### src/sv/sbspr_pkg.sv
`timescale 1ns / 1ps
package sbspr_pkg;

  localparam int REG_BYTES_DEF = 32;

  localparam logic [7:0] HDR_A     = 8'hFF;
  localparam logic [7:0] HDR_B     = 8'hFD;
  localparam logic [7:0] HDR_ZERO  = 8'h00;
  localparam logic [7:0] BCAST_ID  = 8'hFE;
  localparam logic [7:0] STATUS_OP = 8'h55;
  localparam logic [7:0] OP_PING   = 8'h01;
  localparam logic [7:0] OP_READ   = 8'h02;
  localparam logic [7:0] OP_SYNC   = 8'h82;
  localparam logic [7:0] ERR_NONE  = 8'h00;
  localparam logic [7:0] ERR_INSTR = 8'h02;
  localparam logic [15:0] CRC_POLY = 16'h8005;

  typedef struct packed {
    logic       en;
    logic [4:0] idx;
    logic [7:0] data;
  } wr_req_t;

  function automatic logic [15:0] crc_byte(input logic [15:0] crc, input logic [7:0] b);
    logic [15:0] c;
    c = crc ^ {b, 8'h00};
    for (int i = 0; i < 8; i++) begin
      if (c[15]) c = {c[14:0], 1'b0} ^ CRC_POLY;
      else c = {c[14:0], 1'b0};
    end
    return c;
  endfunction

endpackage

### src/sv/sbspr_regfile.sv
`timescale 1ns / 1ps
module sbspr_regfile #(
  parameter int REG_BYTES = sbspr_pkg::REG_BYTES_DEF
) (
  input  logic                         clk,
  input  logic                         rst,
  input  sbspr_pkg::wr_req_t           wr,
  input  logic [$clog2(REG_BYTES)-1:0] rd_addr,
  output logic [7:0]                   rd_data
);
  import sbspr_pkg::*;

  localparam int AW = $clog2(REG_BYTES);

  logic [7:0]           mem [REG_BYTES];
  logic [REG_BYTES-1:0] valid;
  logic [7:0]           rd_raw;
  logic                 rd_ok;
  logic                 wr_hit;

  assign wr_hit = wr.en && ({1'b0, wr.idx} < 6'(REG_BYTES));

  always_ff @(posedge clk) begin
    if (wr_hit) mem[AW'(wr.idx)] <= wr.data;
    rd_raw <= mem[rd_addr];
  end

  always_ff @(posedge clk) begin
    if (rst) begin
      valid <= '0;
      rd_ok <= 1'b0;
    end else begin
      if (wr_hit) valid[AW'(wr.idx)] <= 1'b1;
      rd_ok <= valid[rd_addr];
    end
  end

  assign rd_data = rd_ok ? rd_raw : 8'h00;

endmodule

### src/sv/servo_bus_slave_packet_responder.sv
`timescale 1ns / 1ps
// Bus slave responder for protocol 2.0 framing. Each input item is either a received bus byte
// (req_type 0) or a local register-file byte write (req_type 1), taken whenever the input is not
// stalled. A frame that earns a reply stalls the input while the status packet streams out (11
// bytes plus the parameter bytes), each parameter byte costing a register-file read. The register
// file sits in a synchronous memory with per-entry valid bits cleared at reset, so no clearing
// pass is needed.
module servo_bus_slave_packet_responder #(
  parameter int REG_BYTES = sbspr_pkg::REG_BYTES_DEF
) (
  input  logic       clk,
  input  logic       rst,
  input  logic       cfg_we,
  input  logic [7:0] cfg_data,
  input  logic       in_valid,
  output logic       in_stall,
  input  logic       req_type,
  input  logic [7:0] data_byte,
  input  logic [4:0] reg_index,
  output logic       out_valid,
  input  logic       out_stall,
  output logic [7:0] tx_byte,
  output logic       last_byte
);
  import sbspr_pkg::*;

  localparam int AW = $clog2(REG_BYTES);

  typedef enum logic [3:0] {
    PH_H1, PH_H2, PH_H3, PH_H4, PH_ID, PH_LEN_L, PH_LEN_H, PH_PAY, PH_CRC_L, PH_CRC_H
  } rx_phase_t;

  typedef enum logic [2:0] {TX_IDLE, TX_FIXED, TX_RD, TX_RDW, TX_CRCL, TX_CRCH} tx_state_t;

  logic [7:0]  device_id;
  rx_phase_t   rx_phase;
  logic [7:0]  frame_target;
  logic [15:0] frame_length;
  logic [15:0] payload_count;
  logic [15:0] running_check;
  logic [7:0]  received_lo;
  logic [7:0]  opcode;
  logic [15:0] start_address;
  logic [15:0] read_count;
  logic        listed_flag;

  tx_state_t   tx_state;
  logic [3:0]  tx_pos;
  logic [7:0]  tx_err;
  logic [15:0] tx_n;
  logic [15:0] tx_rem;
  logic [15:0] tx_crc;
  logic [AW-1:0] tx_addr;

  logic        accept;
  logic        bus_byte;
  logic        can_load;
  logic        tx_load;
  logic [15:0] crc_next;
  logic        crc_ok;
  logic        id_ok;
  logic        in_range;
  logic        go;
  logic [7:0]  go_err;
  logic [15:0] go_n;
  logic [15:0] len_out;
  logic [7:0]  fixed_byte;
  logic [7:0]  rd_data;
  wr_req_t     wr;

  assign in_stall = (tx_state != TX_IDLE);
  assign accept   = in_valid && !in_stall;
  assign bus_byte = accept && !req_type;
  assign can_load = !out_valid || !out_stall;
  assign tx_load  = can_load && (tx_state == TX_FIXED || tx_state == TX_RDW ||
                                 tx_state == TX_CRCL || tx_state == TX_CRCH);
  assign crc_next = crc_byte(running_check, data_byte);

  assign wr.en   = accept && req_type;
  assign wr.idx  = reg_index;
  assign wr.data = data_byte;

  sbspr_regfile #(.REG_BYTES(REG_BYTES)) u_regfile (
    .clk     (clk),
    .rst     (rst),
    .wr      (wr),
    .rd_addr (tx_addr),
    .rd_data (rd_data)
  );

  assign crc_ok   = (running_check == {data_byte, received_lo});
  assign id_ok    = (frame_target == device_id) || (frame_target == BCAST_ID);
  assign in_range = ({1'b0, start_address} + {1'b0, read_count}) <= 17'(REG_BYTES);

  always_comb begin
    go     = 1'b0;
    go_err = ERR_INSTR;
    go_n   = '0;
    if (bus_byte && rx_phase == PH_CRC_H && frame_length != 16'd0 && crc_ok && id_ok) begin
      unique case (opcode)
        OP_PING: begin
          go     = 1'b1;
          go_err = ERR_NONE;
        end
        OP_READ: begin
          go = 1'b1;
          if (frame_length >= 16'd5 && in_range) begin
            go_err = ERR_NONE;
            go_n   = read_count;
          end
        end
        OP_SYNC: begin
          if (frame_length >= 16'd6 && listed_flag) begin
            go = 1'b1;
            if (in_range) begin
              go_err = ERR_NONE;
              go_n   = read_count;
            end
          end
        end
        default: go = 1'b1;
      endcase
    end
  end

  always_ff @(posedge clk) begin
    if (rst) begin
      device_id     <= 8'd1;
      rx_phase      <= PH_H1;
      frame_target  <= '0;
      frame_length  <= '0;
      payload_count <= '0;
      running_check <= '0;
      received_lo   <= '0;
      opcode        <= '0;
      start_address <= '0;
      read_count    <= '0;
      listed_flag   <= 1'b0;
    end else begin
      if (cfg_we) device_id <= cfg_data;
      if (bus_byte) begin
        unique case (rx_phase)
          PH_H1: if (data_byte == HDR_A) rx_phase <= PH_H2;
          PH_H2: rx_phase <= (data_byte == HDR_A) ? PH_H3 : PH_H1;
          PH_H3: rx_phase <= (data_byte == HDR_B) ? PH_H4 : PH_H1;
          PH_H4: rx_phase <= (data_byte == HDR_ZERO) ? PH_ID : PH_H1;
          PH_ID: begin
            frame_target  <= data_byte;
            running_check <= crc_byte(16'h0000, data_byte);
            rx_phase      <= PH_LEN_L;
          end
          PH_LEN_L: begin
            frame_length  <= {8'h00, data_byte};
            running_check <= crc_next;
            rx_phase      <= PH_LEN_H;
          end
          PH_LEN_H: begin
            frame_length  <= {data_byte, frame_length[7:0]};
            running_check <= crc_next;
            payload_count <= '0;
            opcode        <= '0;
            start_address <= '0;
            read_count    <= '0;
            listed_flag   <= 1'b0;
            rx_phase      <= ({data_byte, frame_length[7:0]} == 16'd0) ? PH_CRC_L : PH_PAY;
          end
          PH_PAY: begin
            running_check <= crc_next;
            priority case (payload_count)
              16'd0: opcode <= data_byte;
              16'd1: start_address <= {8'h00, data_byte};
              16'd2: start_address <= {data_byte, start_address[7:0]};
              16'd3: read_count <= {8'h00, data_byte};
              16'd4: read_count <= {data_byte, read_count[7:0]};
              default: if (data_byte == device_id) listed_flag <= 1'b1;
            endcase
            payload_count <= payload_count + 16'd1;
            if (payload_count + 16'd1 >= frame_length) rx_phase <= PH_CRC_L;
          end
          PH_CRC_L: begin
            received_lo <= data_byte;
            rx_phase    <= PH_CRC_H;
          end
          PH_CRC_H: rx_phase <= PH_H1;
          default: rx_phase <= PH_H1;
        endcase
      end
    end
  end

  assign len_out = tx_n + 16'd2;

  always_comb begin
    unique case (tx_pos)
      4'd0, 4'd1: fixed_byte = HDR_A;
      4'd2: fixed_byte = HDR_B;
      4'd3: fixed_byte = HDR_ZERO;
      4'd4: fixed_byte = device_id;
      4'd5: fixed_byte = len_out[7:0];
      4'd6: fixed_byte = len_out[15:8];
      4'd7: fixed_byte = STATUS_OP;
      default: fixed_byte = tx_err;
    endcase
  end

  always_ff @(posedge clk) begin
    if (rst) begin
      tx_state  <= TX_IDLE;
      out_valid <= 1'b0;
      tx_pos    <= '0;
      tx_crc    <= '0;
    end else begin
      if (tx_load) out_valid <= 1'b1;
      else if (!out_stall) out_valid <= 1'b0;
      unique case (tx_state)
        TX_IDLE: begin
          if (go) begin
            tx_state <= TX_FIXED;
            tx_pos   <= '0;
            tx_crc   <= '0;
            tx_err   <= go_err;
            tx_n     <= go_n;
            tx_rem   <= go_n;
            tx_addr  <= AW'(start_address);
          end
        end
        TX_FIXED: begin
          if (can_load) begin
            tx_byte   <= fixed_byte;
            last_byte <= 1'b0;
            if (tx_pos >= 4'd4) tx_crc <= crc_byte(tx_crc, fixed_byte);
            tx_pos <= tx_pos + 4'd1;
            if (tx_pos == 4'd8) tx_state <= (tx_n != 16'd0) ? TX_RD : TX_CRCL;
          end
        end
        TX_RD: tx_state <= TX_RDW;
        TX_RDW: begin
          if (can_load) begin
            tx_byte   <= rd_data;
            last_byte <= 1'b0;
            tx_crc    <= crc_byte(tx_crc, rd_data);
            tx_rem    <= tx_rem - 16'd1;
            tx_addr   <= tx_addr + AW'(1);
            tx_state  <= (tx_rem == 16'd1) ? TX_CRCL : TX_RD;
          end
        end
        TX_CRCL: begin
          if (can_load) begin
            tx_byte   <= tx_crc[7:0];
            last_byte <= 1'b0;
            tx_state  <= TX_CRCH;
          end
        end
        TX_CRCH: begin
          if (can_load) begin
            tx_byte   <= tx_crc[15:8];
            last_byte <= 1'b1;
            tx_state  <= TX_IDLE;
          end
        end
        default: tx_state <= TX_IDLE;
      endcase
    end
  end

endmodule

### config.mk
export PLATFORM = sky130hd
export DESIGN_NAME = servo_bus_slave_packet_responder
export DESIGN_NICKNAME = d
export VERILOG_FILES = /design/src/sv/sbspr_pkg.sv /design/src/sv/sbspr_regfile.sv /design/src/sv/servo_bus_slave_packet_responder.sv
export SDC_FILE = /design/constraint.sdc
export NUM_CORES = 1
export LEC_CHECK = 0
export BUFFER_PORTS_ARGS = -buffer_cell sky130_fd_sc_hd__buf_2
export CORE_MARGIN = 5
export CORE_UTILIZATION = 32
export DETAILED_ROUTE_END_ITERATION = 8
export PLACE_DENSITY = 0.52
export SYNTH_ARGS = -nofsm -noshare
export SYNTH_HDL_FRONTEND = slang
export SYNTH_SLANG_ARGS = --single-unit
### constraint.sdc
create_clock -name clk -period 3.4 [get_ports clk]
set_input_delay 0.17 -clock clk [delete_from_list [all_inputs] [get_ports clk]]
set_output_delay 0.17 -clock clk [all_outputs]
set_load 0.05 [all_outputs]
==> results of run 1 <==
worst min-delay path: cells and delay by family:
family                 cells  cell delay (ns)
buffers and inverters      1             0.18
multiplexers               1             0.15
AND/OR/NAND/NOR            1             0.08
metrics by stage:
stage / utilization (%) / TNS [ns] / instances / worst slack, ns
3_3_place_gp: 35.2 / -0.323 / 2903 / -0.0787
3_5_place_dp: 35.2 / -0.338 / 2903 / -0.0844
4_1_cts: 38.2 / 0 / 3018 / 0.0101
2_1_floorplan: - / 0 / 1903 / 0.0153
6_report: 38.7 / 0 / 3029 / 0.0915
5_1_grt: 38.7 / -0.789 / 3028 / -0.0864
cells in the mapped netlist (all sizes together), types with 4 or more instances:
cell and n:
a211oi 4, o221ai 6, ha 57, or2 6, buf 23, a21o 19, mux2 14, or3 6
nand4 25, or4 5, o21ba 10, nand3b 5, o21bai 18, nor3 49, nand3 42, edfxtp 303
a311oi 4, nand2b 12, a21oi 121, xor2 53, clkbuf 80, mux4 90, o21ai 44, nor2 245
mux2i 27, nor2b 12, nand2 138, xnor2 88, and3 36, nor4 28, a22o 4, a221oi 7
nor3b 9, inv 45, a31oi 14, a22oi 16, a221o 4, dfxtp 182
metal layers:
metal | up-vias | wire length [um] | GRT usage, %
met5 | - | 0 | 0
met1 | 7711 | 27700 | 21.2
met4 | 0 | 1490 | 4.38
met3 | 100 | 2400 | 2.00
li1 | 7332 | - | -
met2 | 323 | 28700 | 24.7
path summary, 6_finish.rpt:
path	end	slack (ns)
setup / recovery	tx_err[1]	0.09
hold / removal	device_id[4]	0.03
setup reg to reg	tx_err[1]	0.09
hold reg to reg	u_regfile.valid[19]	0.46
power by group:
part	internal (mW)	switching (mW)	total [mW]
logic	0.108	0.224	0.332
registers	6.25	0.0154	6.27
clock network	3.79	2.41	6.20
layout make-up:
cell class	count	area share, %
flip-flops and latches	485	46.9
clock buffers	67	5.46
multi-input cells	1268	35.8
repair buffers	187	5.30
inverters	47	0.649
diodes	1	0.00920
clock inverters	34	1.52
well taps	940	4.33
kinds of logic (layout without fill, tap and decap cells):
kind of cell / after synthesis / after routing / synth area share [%]
buffers and inverters: 150 / 335 / 2.57
flip-flops: 485 / 485 / 56.0
other: 0 / 1 / 0
adder cells (fa/ha/maj): 58 / 58 / 3.22
XOR/XNOR: 144 / 144 / 5.76
AND/OR/NAND/NOR: 632 / 632 / 13.1
AO/OA/AOI/OAI: 303 / 303 / 8.60
multiplexers: 131 / 131 / 10.8
what timing repair did:
action / CTS / global route
pin swaps: 0 / 21
gates resized for setup: 6 / 58
hold buffers: 14 / 0
setup buffers: 0 / 9
cloned: 0 / 1
hold endpoints to repair: 8 / 0
setup endpoints to repair: 10 / 73
==> results by stage, run 1 <==
Run status:
- The flow ran to the end, and the final reports show no timing, DRC or antenna violations.

Synth:
- For this run, asynchronously set or reset flops after synthesis account for 0%.
- The mapped cell area is 22,800 um^2.
- The cell count after synthesis is 1,903.
- The most area-hungry cell type in the Yosys netlist is edfxtp_1.
- The number of nets handed over by synthesis was 1,988.
- Summing the sequential cell areas from Yosys gives 56.0% of the chip area.
- The count of different cell masters after synthesis is 80.
- The number of synthesized register bits is 485.
- The portion of synthesized cell area occupied by the leading cell type is 40.0%.
- The synthesized design contains 303 enable-type register cells.
- The dominant register cell in the synthesized netlist is edfxtp_1.
- Sorting the synthesized cells by area gives the leading types as edfxtp_1 40%, dfxtp_1 16%, mux4_2 8.9%.
- The synthesized area per cell is 12.0 um^2.
- The Yosys warning count is 0.

CTS:
- Counting the buffers created by CTS gives 54.
- The clock root buffer is clkbuf_16.
- The deepest level of the CTS H-tree is 2.
- Clock-pin slew was measured on the worst setup and hold paths at 0.06 ns.
- The clock sink total is 485.
- The maximum number of buffers from clock root to sink is 3.
- The CTS tree is done.
- The source-to-sink clock delay at the later pin of the worst-skew pair is 0.60 ns.

Setup path:
- In this design, the stage delay of the slowest critical-path cell is 0.40 ns.
- The slowest stage cell on the critical path is fa_2.
- The number of cells on the worst reg-to-reg path is 15.
- The startpoint identified for the worst register-to-register timing path is read_count[0].
- The kind of start point of the critical path is a flop.
- STA puts the critical path data required time at 3.74 ns.
- The critical path goes through ha_4 -> fa_2 -> a21oi_2 -> o21bai_1 -> a21o_1 -> a21oi_2 -> o21bai_1 -> a21o_1 -> buf_4 -> mux2i_4 -> nand3_4 -> nor4_4 -> buf_4 -> nor2b_1 -> or3_1.
- For the worst setup path, the data arrival time is 3.65 ns.
- The logic depth of the worst setup path including buffers is 15.
- The endpoint type of the worst setup path is a flop.
- The maximum fanout count along the critical path is 5.
- The cell family contributing the most delay on the critical path is compound AO/OA/AOI/OAI gates.
- Together, buffers and inverters on the worst path number 2.
- The kind of critical path is reg2reg.
- The launching instance or port of the critical path is read_count[0].

Floorplanning:
- Row generation in the floorplan step produced 97 rows.
- Once the floorplan was initialized, standard cells occupied 32.4% of the core.
- The die area is 76,500 um^2.
- The area of the core is 70,300 um^2.
- The overall die height is 277 um.
- The number of I/O pins is 38.
- The die width is 277 um.

Drt:
- For this block, the initial DRC count from the detailed router was 1,141.
- The routed design has 60,300 um of wire.
- The number of design rule violations left after detail routing is 0.
- Detailed routing inserted a total of 15.5k vias.
- The ratio of routed vias to standard cells is 5.11.
- The remaining antenna violation count after routing is 0.
- The first TritonRoute pass finished after 5 iterations.
- The final routed wire length divided by cell count is 19.9 um.

Final layout:
- In the final layout, the registers with the most flip-flops are u_regfile.mem x256, u_regfile.valid x32.
- Across the whole layout, storage elements account for 12,800 um^2.
- After filler insertion, the fill cell instance count of the layout stands at 6,707.
- In the layout the commonest cells are 303 x edfxtp_1, 244 x nor2_1, 176 x dfxtp_1, 136 x nand2_1, 127 x buf_4.
- Leaving out fill and tap cells, the most frequent cell in the layout is edfxtp_1.
- Summing all multi-input logic gate instances after layout gives 9740 um^2.
- The register with the most flip-flops in the layout has 256 of them.
- Compared with the post-synthesis result, the final layout area differs by 19.5%.
- Of the cells placed in the final design, the portion with a size suffix greater than 1 is 21.4%.
- The top register by number of flip-flops is u_regfile.mem.
- At the end of the flow, the number of nets in the layout was 2,128.
- After routing the design area is 27,200 um^2.

Placement:
- Input and output buffers added on the ports amount to 37.
- The global placer's final weighted congestion is 0.854.
- In this run the cell area measured after placement is 24,800 um^2.
- The placed wire-length estimate after detailed placement is 40,100 um.

Timing:
- The worst pin sits at a relative slew slack of 23.5%.
- After layout, the worst path uses 97.3% of the clock period.
- The final hold violation count is 0.
- Setup repair after global routing could not meet its margin everywhere.
- The minimum clock period after layout is 3.31 ns.
- The final max-slew violation count came to 0.
- On the final layout, the worst clock skew is 0.0161 ns.
- The maximum frequency from static timing analysis is 0.302 GHz.
- Setup violations remaining at the end of the flow were counted as 0.
- For the pin with the worst max-slew slack, the measured transition is 1.15 ns.
- Hold timing on the final database bottoms out at a slack of 0.0314 ns.

Global routing:
- The initial antenna violation count is 1.
- The overall global routing resource usage is 15.1%.
- The maximum number of pins on one net before global-route repair is 91.
- The first global-routing pass estimated 91,700 um of wire.
- The total overflow left after global routing is 0.
- The via count of the first global-routing pass is 15.2k.

Worst hold path:
- The count of cells along the worst hold path is 3.
- The start point of the worst hold path is cfg_we.
- The worst hold path belongs to the class in2reg.

Power:
- The total chip power is 12.8 mW.
- The maximum vdd drop is 380 uV.
- The power density relative to cell area is 471 nW/um^2.
- The leakage power summed over all cells is 9.38 nW.

Flow run:
- The max-capacitance violation count is 0.
Note: power is estimated with default switching activity, not from simulation.
==> run 2, diff against run 1 <==
Settings changed: PLACE_DENSITY 0.52 to 0.56.
==> results by stage, run 2 (synthesis gave the netlist of run 1 again) <==
Timing:
- Of the available clock period, the critical path in the final layout requires 96.8%.
- On the final layout, the worst clock skew is 0.0367 ns.
- Setup repair after global routing could not meet its margin everywhere.
- The final setup violation count is 0.
- Setup slack on the critical path of the routed design comes to 0.107 ns.
- The final max-slew violation count is 0.
- Based on the critical path, the design can be clocked at up to 0.304 GHz.
- The tightest hold path in the finished design has a slack of 0.0363 ns.
- The final hold violation count was 0.
- Measured against its own limit, the worst slew margin works out to 28.9%.
- The slew at the pin with the worst max-slew slack is 1.06 ns.
- The minimum clock period after layout is 3.29 ns.

Setup path:
- At the worst endpoint, the required time is 3.74 ns.
- The endpoint type of the worst setup path is a flop.
- The launching instance or port of the critical path is start_address[1].
- Of all nets on the critical path, the largest fanout is 6.
- The startpoint of the lowest-slack register-to-register path is start_address[1].
- Data arrives at the worst endpoint at 3.64 ns.
- The critical path is of the reg2reg type.
- STA classifies the critical path startpoint as a flop.

Final layout:
- The final layout net count is 2,116.
- The number of flip-flops under the largest register name is 256.
- Across the whole layout, storage elements account for 12,800 um^2.
- Leaving out fill and tap cells, the most frequent cell in the layout is edfxtp_1.
- Cells fill 38.4% of the core in the end.
- The footprint of the multi-input gates is 9640 um^2.
- The largest registers in the layout are u_regfile.mem x256, u_regfile.valid x32.
- The top cell types in the final layout, fill and taps aside, are 303 x edfxtp_1, 243 x nor2_1, 174 x dfxtp_1, 138 x nand2_1, 117 x buf_4.
- The top register by number of flip-flops is u_regfile.mem.
- The number of filler instances in the final layout is 6,663.
- The share of final-layout standard cells stronger than drive strength 1 is 20.1%.
- The area growth from synthesis to layout is 18.7%.

Drt:
- The first-pass detailed-route iteration total is 5.
- The final routed wire length divided by cell count is 19.9 um.
- The wire length after detailed routing is 60,000 um.
- In the routed layout, each cell is associated on average with a via count of 5.15.
- The count of nets left with antenna violations once routing finished came out at 0.
- The violation count after the first detailed-route iteration is 1,214.
- The number of design rule violations left after detail routing is 0.
- The detailed-route via count is 15.5k.

Floorplanning:
- The initial standard-cell utilization of the core is 32.4%.
- The die is 277 um tall.
- Measured along the x axis, the die boundary spans 277 um.
- During I/O placement, the number of pins put on the boundary was 38.
- The floorplan step defined a die boundary enclosing 76,500 um^2.
- The initialized floorplan defines 97 standard-cell rows.
- The area of the core is 70,300 um^2.

Power:
- IR analysis of the VDD net gives a maximum drop of 372 uV.
- The leakage power summed over all cells is 9.31 nW.
- The power density relative to cell area is 473 nW/um^2.

Global routing:
- The fraction of met3 tracks used by global routing is 2.34%.
- The busiest layer in global routing is met2.
- Entering global routing, the biggest net connects 95 pins.
- The initial antenna violation count came to 0.
- The fraction of met1 tracks used by global routing is 20.8%.
- The met2 demand-to-capacity share in global routing is 25.5%.
- The via count of the first global-routing pass is 15.6k.
- In the global route stage, overall resource usage came out at 15.2%.
- The sum of overflow across all layers after global routing is 0.
- The global-route wire length before repair is 92,800 um.

CTS:
- The source-to-sink clock delay at the later pin of the worst-skew pair is 0.62 ns.
- TritonCTS built the clock tree.
- The maximum number of buffers from clock root to sink is 3.
- After clock tree synthesis, the clock-pin slew on the worst setup and hold paths is 0.06 ns.
- In this run the number of H-tree levels came out at 2.
- The clock root buffer is clkbuf_16.
- The total clock buffers created by CTS is 52.
- The clock sink total is 485.

Worst hold path:
- In this run the most critical hold path is launched from rst.
- The path type of the worst min-delay path is in2reg.

Placement:
- During placement, the flow inserted port buffers numbering 37.
- The global placer's final weighted congestion is 0.877.
- The placed wire-length estimate after detailed placement is 39,600 um.
- The pre-CTS setup slack is -0.0822 ns.

Flow run:
- The max-capacitance violation count is 0.

Run status:
- The flow ran to the end, and the final reports show no timing, DRC or antenna violations.
## run 2: layout make-up
| type | count | share of cell area, % |
|---|---|---|
| flip-flops and latches | 485 | 47.2 |
| multi-input cells | 1268 | 35.7 |
| clock buffers | 69 | 5.39 |
| repair buffers | 177 | 5.04 |
| well taps | 940 | 4.35 |
| clock inverters | 29 | 1.65 |
| inverters | 47 | 0.653 |
| diodes | 1 | 0.00926 |
## run 2: layer usage
| layer | part of all wire (%) | vias to the layer above | routed length (um) |
|---|---|---|---|
| li1 | - | 7294 | - |
| met5 | 0 | - | 0 |
| met1 | 44 | 7719 | 26500 |
| met4 | 2.1 | 0 | 1260 |
| met3 | 5.2 | 90 | 3150 |
| met2 | 48 | 430 | 29100 |
## run 2: power by group
| group | internal [mW] | switching [mW] | leakage (nW) | total [mW] |
|---|---|---|---|---|
| Sequential | 6.25 | 0.0201 | 4.16 | 6.27 |
| Combinational | 0.107 | 0.221 | 4.23 | 0.328 |
| Clock | 3.78 | 2.41 | 0.921 | 6.19 |
## run 2: worst paths after layout
path	slack [ns]	endpoint	cells after the start
min reg2reg	0.46	u_regfile.valid[27]	2
max reg2reg	0.11	tx_err[1]	14
min	0.04	device_id[2]	2
max	0.11	tx_err[1]	14
## run 2: repair_timing
action	4_1_cts	5_1_grt
hold endpoints to repair	8	0
gates cloned	1	0
buffers inserted	3	5
hold buffers	16	0
pin swaps	3	22
endpoints found under the setup margin	4	29
resized for setup	11	39
## run 2: metrics by stage
step	setup TNS [ns]	instances	total power, mW	cell area [um^2]
after floorplan	0	1903	6.55	22800
after CTS	0	3010	12.9	26800
after detailed placement	-0.154	2892	6.71	24700
final	0	3016	12.8	27000
after global placement	-0.108	2892	6.71	24700
after global routing	-0.135	3015	13.2	27000
## run 2: critical path, stage by stage (launching register included)
cell and delay [ns]:
dfxtp_4 0.36, buf_4 0.14, fa_2 0.41, a21oi_2 0.13, o21bai_1 0.10, a21o_1 0.17, a21oi_2 0.16, o21bai_1 0.08
a21o_1 0.21, a2111oi_4 0.37, a311oi_2 0.10, nor4_4 0.29, buf_6 0.18, nor2b_1 0.04, or3_1 0.29
==> run 3, diff against run 2 <==
Settings changed: REMOVE_ABC_BUFFERS from default to 1.
==> results by stage, run 3 (synthesis gave the netlist of run 1 again) <==
Setup path:
- In this run the worst path has a maximum fanout of 6.
- The required time at the endpoint of the critical path is 3.73 ns.
- At the worst endpoint, the arrival time is 3.61 ns.
- The kind of start point of the critical path is a flop.
- The endpoint type of the worst setup path is a flop.
- By startpoint and endpoint, the worst setup path is classified as reg2reg.

Final layout:
- The number of flip-flops under the largest register name is 256.
- In the final design database the tool counted 2,134 nets.
- The share of final-layout standard cells stronger than drive strength 1 is 21.3%.
- The layout-stage area growth over the synthesis result is 18.7%.
- In the layout the commonest cells are 303 x edfxtp_1, 243 x nor2_1, 173 x dfxtp_1, 137 x buf_4, 136 x nand2_1.
- The largest registers in the layout are u_regfile.mem x256, u_regfile.valid x32.
- The most common cell after layout, fill and taps aside is edfxtp_1.
- Summing all non-filler instances in the final layout gives an area of 27,000 um^2.
- The final cell count without fillers is 3,037.
- The top register by number of flip-flops is u_regfile.mem.

Floorplanning:
- The die width is 277 um.
- The overall die height is 277 um.
- For this configuration, the core starts out at a cell density of 32.4%.
- In this run the count of I/O pins placed on the die edge is 38.
- The number of core rows is 97.
- The floorplan step defined a die boundary enclosing 76,500 um^2.
- The area of the core is 70,300 um^2.

Global routing:
- The sum of overflow across all layers after global routing is 0.
- The met2 demand-to-capacity share in global routing is 24.9%.
- The first global-routing pass estimated 92,000 um of wire.
- The via count of the first global-routing pass was 15.7k.
- The overall global routing resource usage is 15.0%.
- met2 is the most crowded layer.
- Entering global routing, the biggest net connects 108 pins.
- The fraction of met3 tracks used by global routing is 2.34%.
- The fraction of met1 tracks used by global routing is 20.6%.
- The initial antenna violation count was 2.

CTS:
- The maximum number of buffers from clock root to sink is 3.
- The clock sink total is 485.
- In this run the number of H-tree levels came out at 2.
- Buffers inserted during clock tree synthesis total 53.
- Clock latency on the worst-skew pair, taken at its later pin, is 0.60 ns.
- TritonCTS built the clock tree.
- The clock root buffer is clkbuf_16.
- The clock slew at the register clock pins of the worst setup and hold paths is 0.06 ns.

Timing:
- The final max-slew violation count is 0.
- The hold slack is 0.00499 ns.
- The aggregate negative setup slack is 0 ns.
- Across the routed clock network, the largest skew measured is 0.0256 ns.
- The final cycle utilization of the critical path is 96.7%.
- The maximum frequency from static timing analysis is 0.304 GHz.
- For the pin with the worst max-slew slack, the measured transition is 1.12 ns.
- The final hold violation count came to 0.
- Setup violations remaining at the end of the flow were counted as 0.
- The minimum clock period after layout is 3.29 ns.
- The worst-case headroom to the max-slew limit is 25.3%.

Run status:
- The flow ran to the end, and the final reports show no timing, DRC or antenna violations.

Drt:
- The number of design rule violations left after detail routing is 0.
- The remaining antenna violation count after routing is 0.
- In the final routed layout, each cell accounts on average for 19.4 um.
- Summed over all layers, the routed wires come to 58,900 um.
- Using the TritonRoute via totals, the vias-per-cell ratio works out to 5.11.
- After the first detailed-routing iteration, the DRC count stood at 1,129.
- The final route contains 15.5k vias.
- The first TritonRoute pass finished after 5 iterations.

Placement:
- Routability-driven placement finished with a final weighted congestion of 0.864.
- The wire-length estimate of the detail-placed layout is 39,100 um.
- The placement-stage cell area is 24,800 um^2.
- Buffers placed on the I/O ports in this run total 37.
- After detailed placement, the design holds a cell count of 2,911.

Worst hold path:
- The path type of the worst min-delay path is in2reg.

Power:
- The power density relative to cell area is 454 nW/um^2.
- Power comes to 12.3 mW.
- The leakage power summed over all cells is 9.31 nW.
- The maximum vdd drop is 366 uV.

Flow run:
- The max-capacitance violation count is 0.
==> run 3: routing by layer <==
layer	vias up	share of wire [%]
met1	7702	44
met5	-	0
met4	0	2.2
met2	382	48
li1	7359	-
met3	82	5.4
==> run 3: through the flow <==
stage               setup WS, ns  util [%]
global route             -0.0134      38.4
floorplan                  -1.04         -
global placement         -0.0153      35.2
finish                     0.114      38.4
detailed placement       -0.0698      35.2
CTS                      0.00213      37.9
==> run 3: cell type report <==
type,count,area [um^2]
diodes,3,7.51
clock buffers,75,1490
clock inverters,25,234
fillers,6686,43300
inverters,47,176
multi-input cells,1268,9730
flip-flops and latches,485,12800
well taps,940,1180
repair buffers,194,1450
==> run 3: what timing repair did <==
item | CTS | global route
setup buffers | 0 | 7
gates resized for setup | 5 | 63
cloned | 0 | 1
pin swaps | 1 | 24
hold buffers | 15 | 0
hold endpoints to repair | 8 | 0
setup endpoints to repair | 14 | 60
==> run 3: power breakdown <==
part           switching (mW)  internal, mW  leakage, nW
Clock                    2.36          3.30        0.827
Combinational           0.227         0.111         4.32
Sequential             0.0120          6.25         4.16
==> run 3: final timing paths <==
kind                                     startpoint                  end  slack [ns]  cells past startpoint
worst max-delay path               start_address[0]            tx_err[1]        0.11                     15
worst min-delay path                            rst  u_regfile.valid[13]       0.005                      2
worst max register to register     start_address[0]            tx_err[1]        0.11                     15
worst min register to register  u_regfile.valid[11]  u_regfile.valid[11]        0.47                      2
==> run 3: worst max-delay path, stage by stage, from the launching register on <==
cell and delay (ns):
dfxtp_2 0.34, ha_4 0.17, fa_2 0.38, a21oi_2 0.12, o21bai_1 0.10, a21o_1 0.18
a21oi_2 0.15, o21bai_1 0.08, a21o_1 0.22, buf_4 0.16, mux2i_2 0.19, nand3_2 0.12
nor4_4 0.29, buf_4 0.19, nor2b_1 0.04, or3_1 0.31
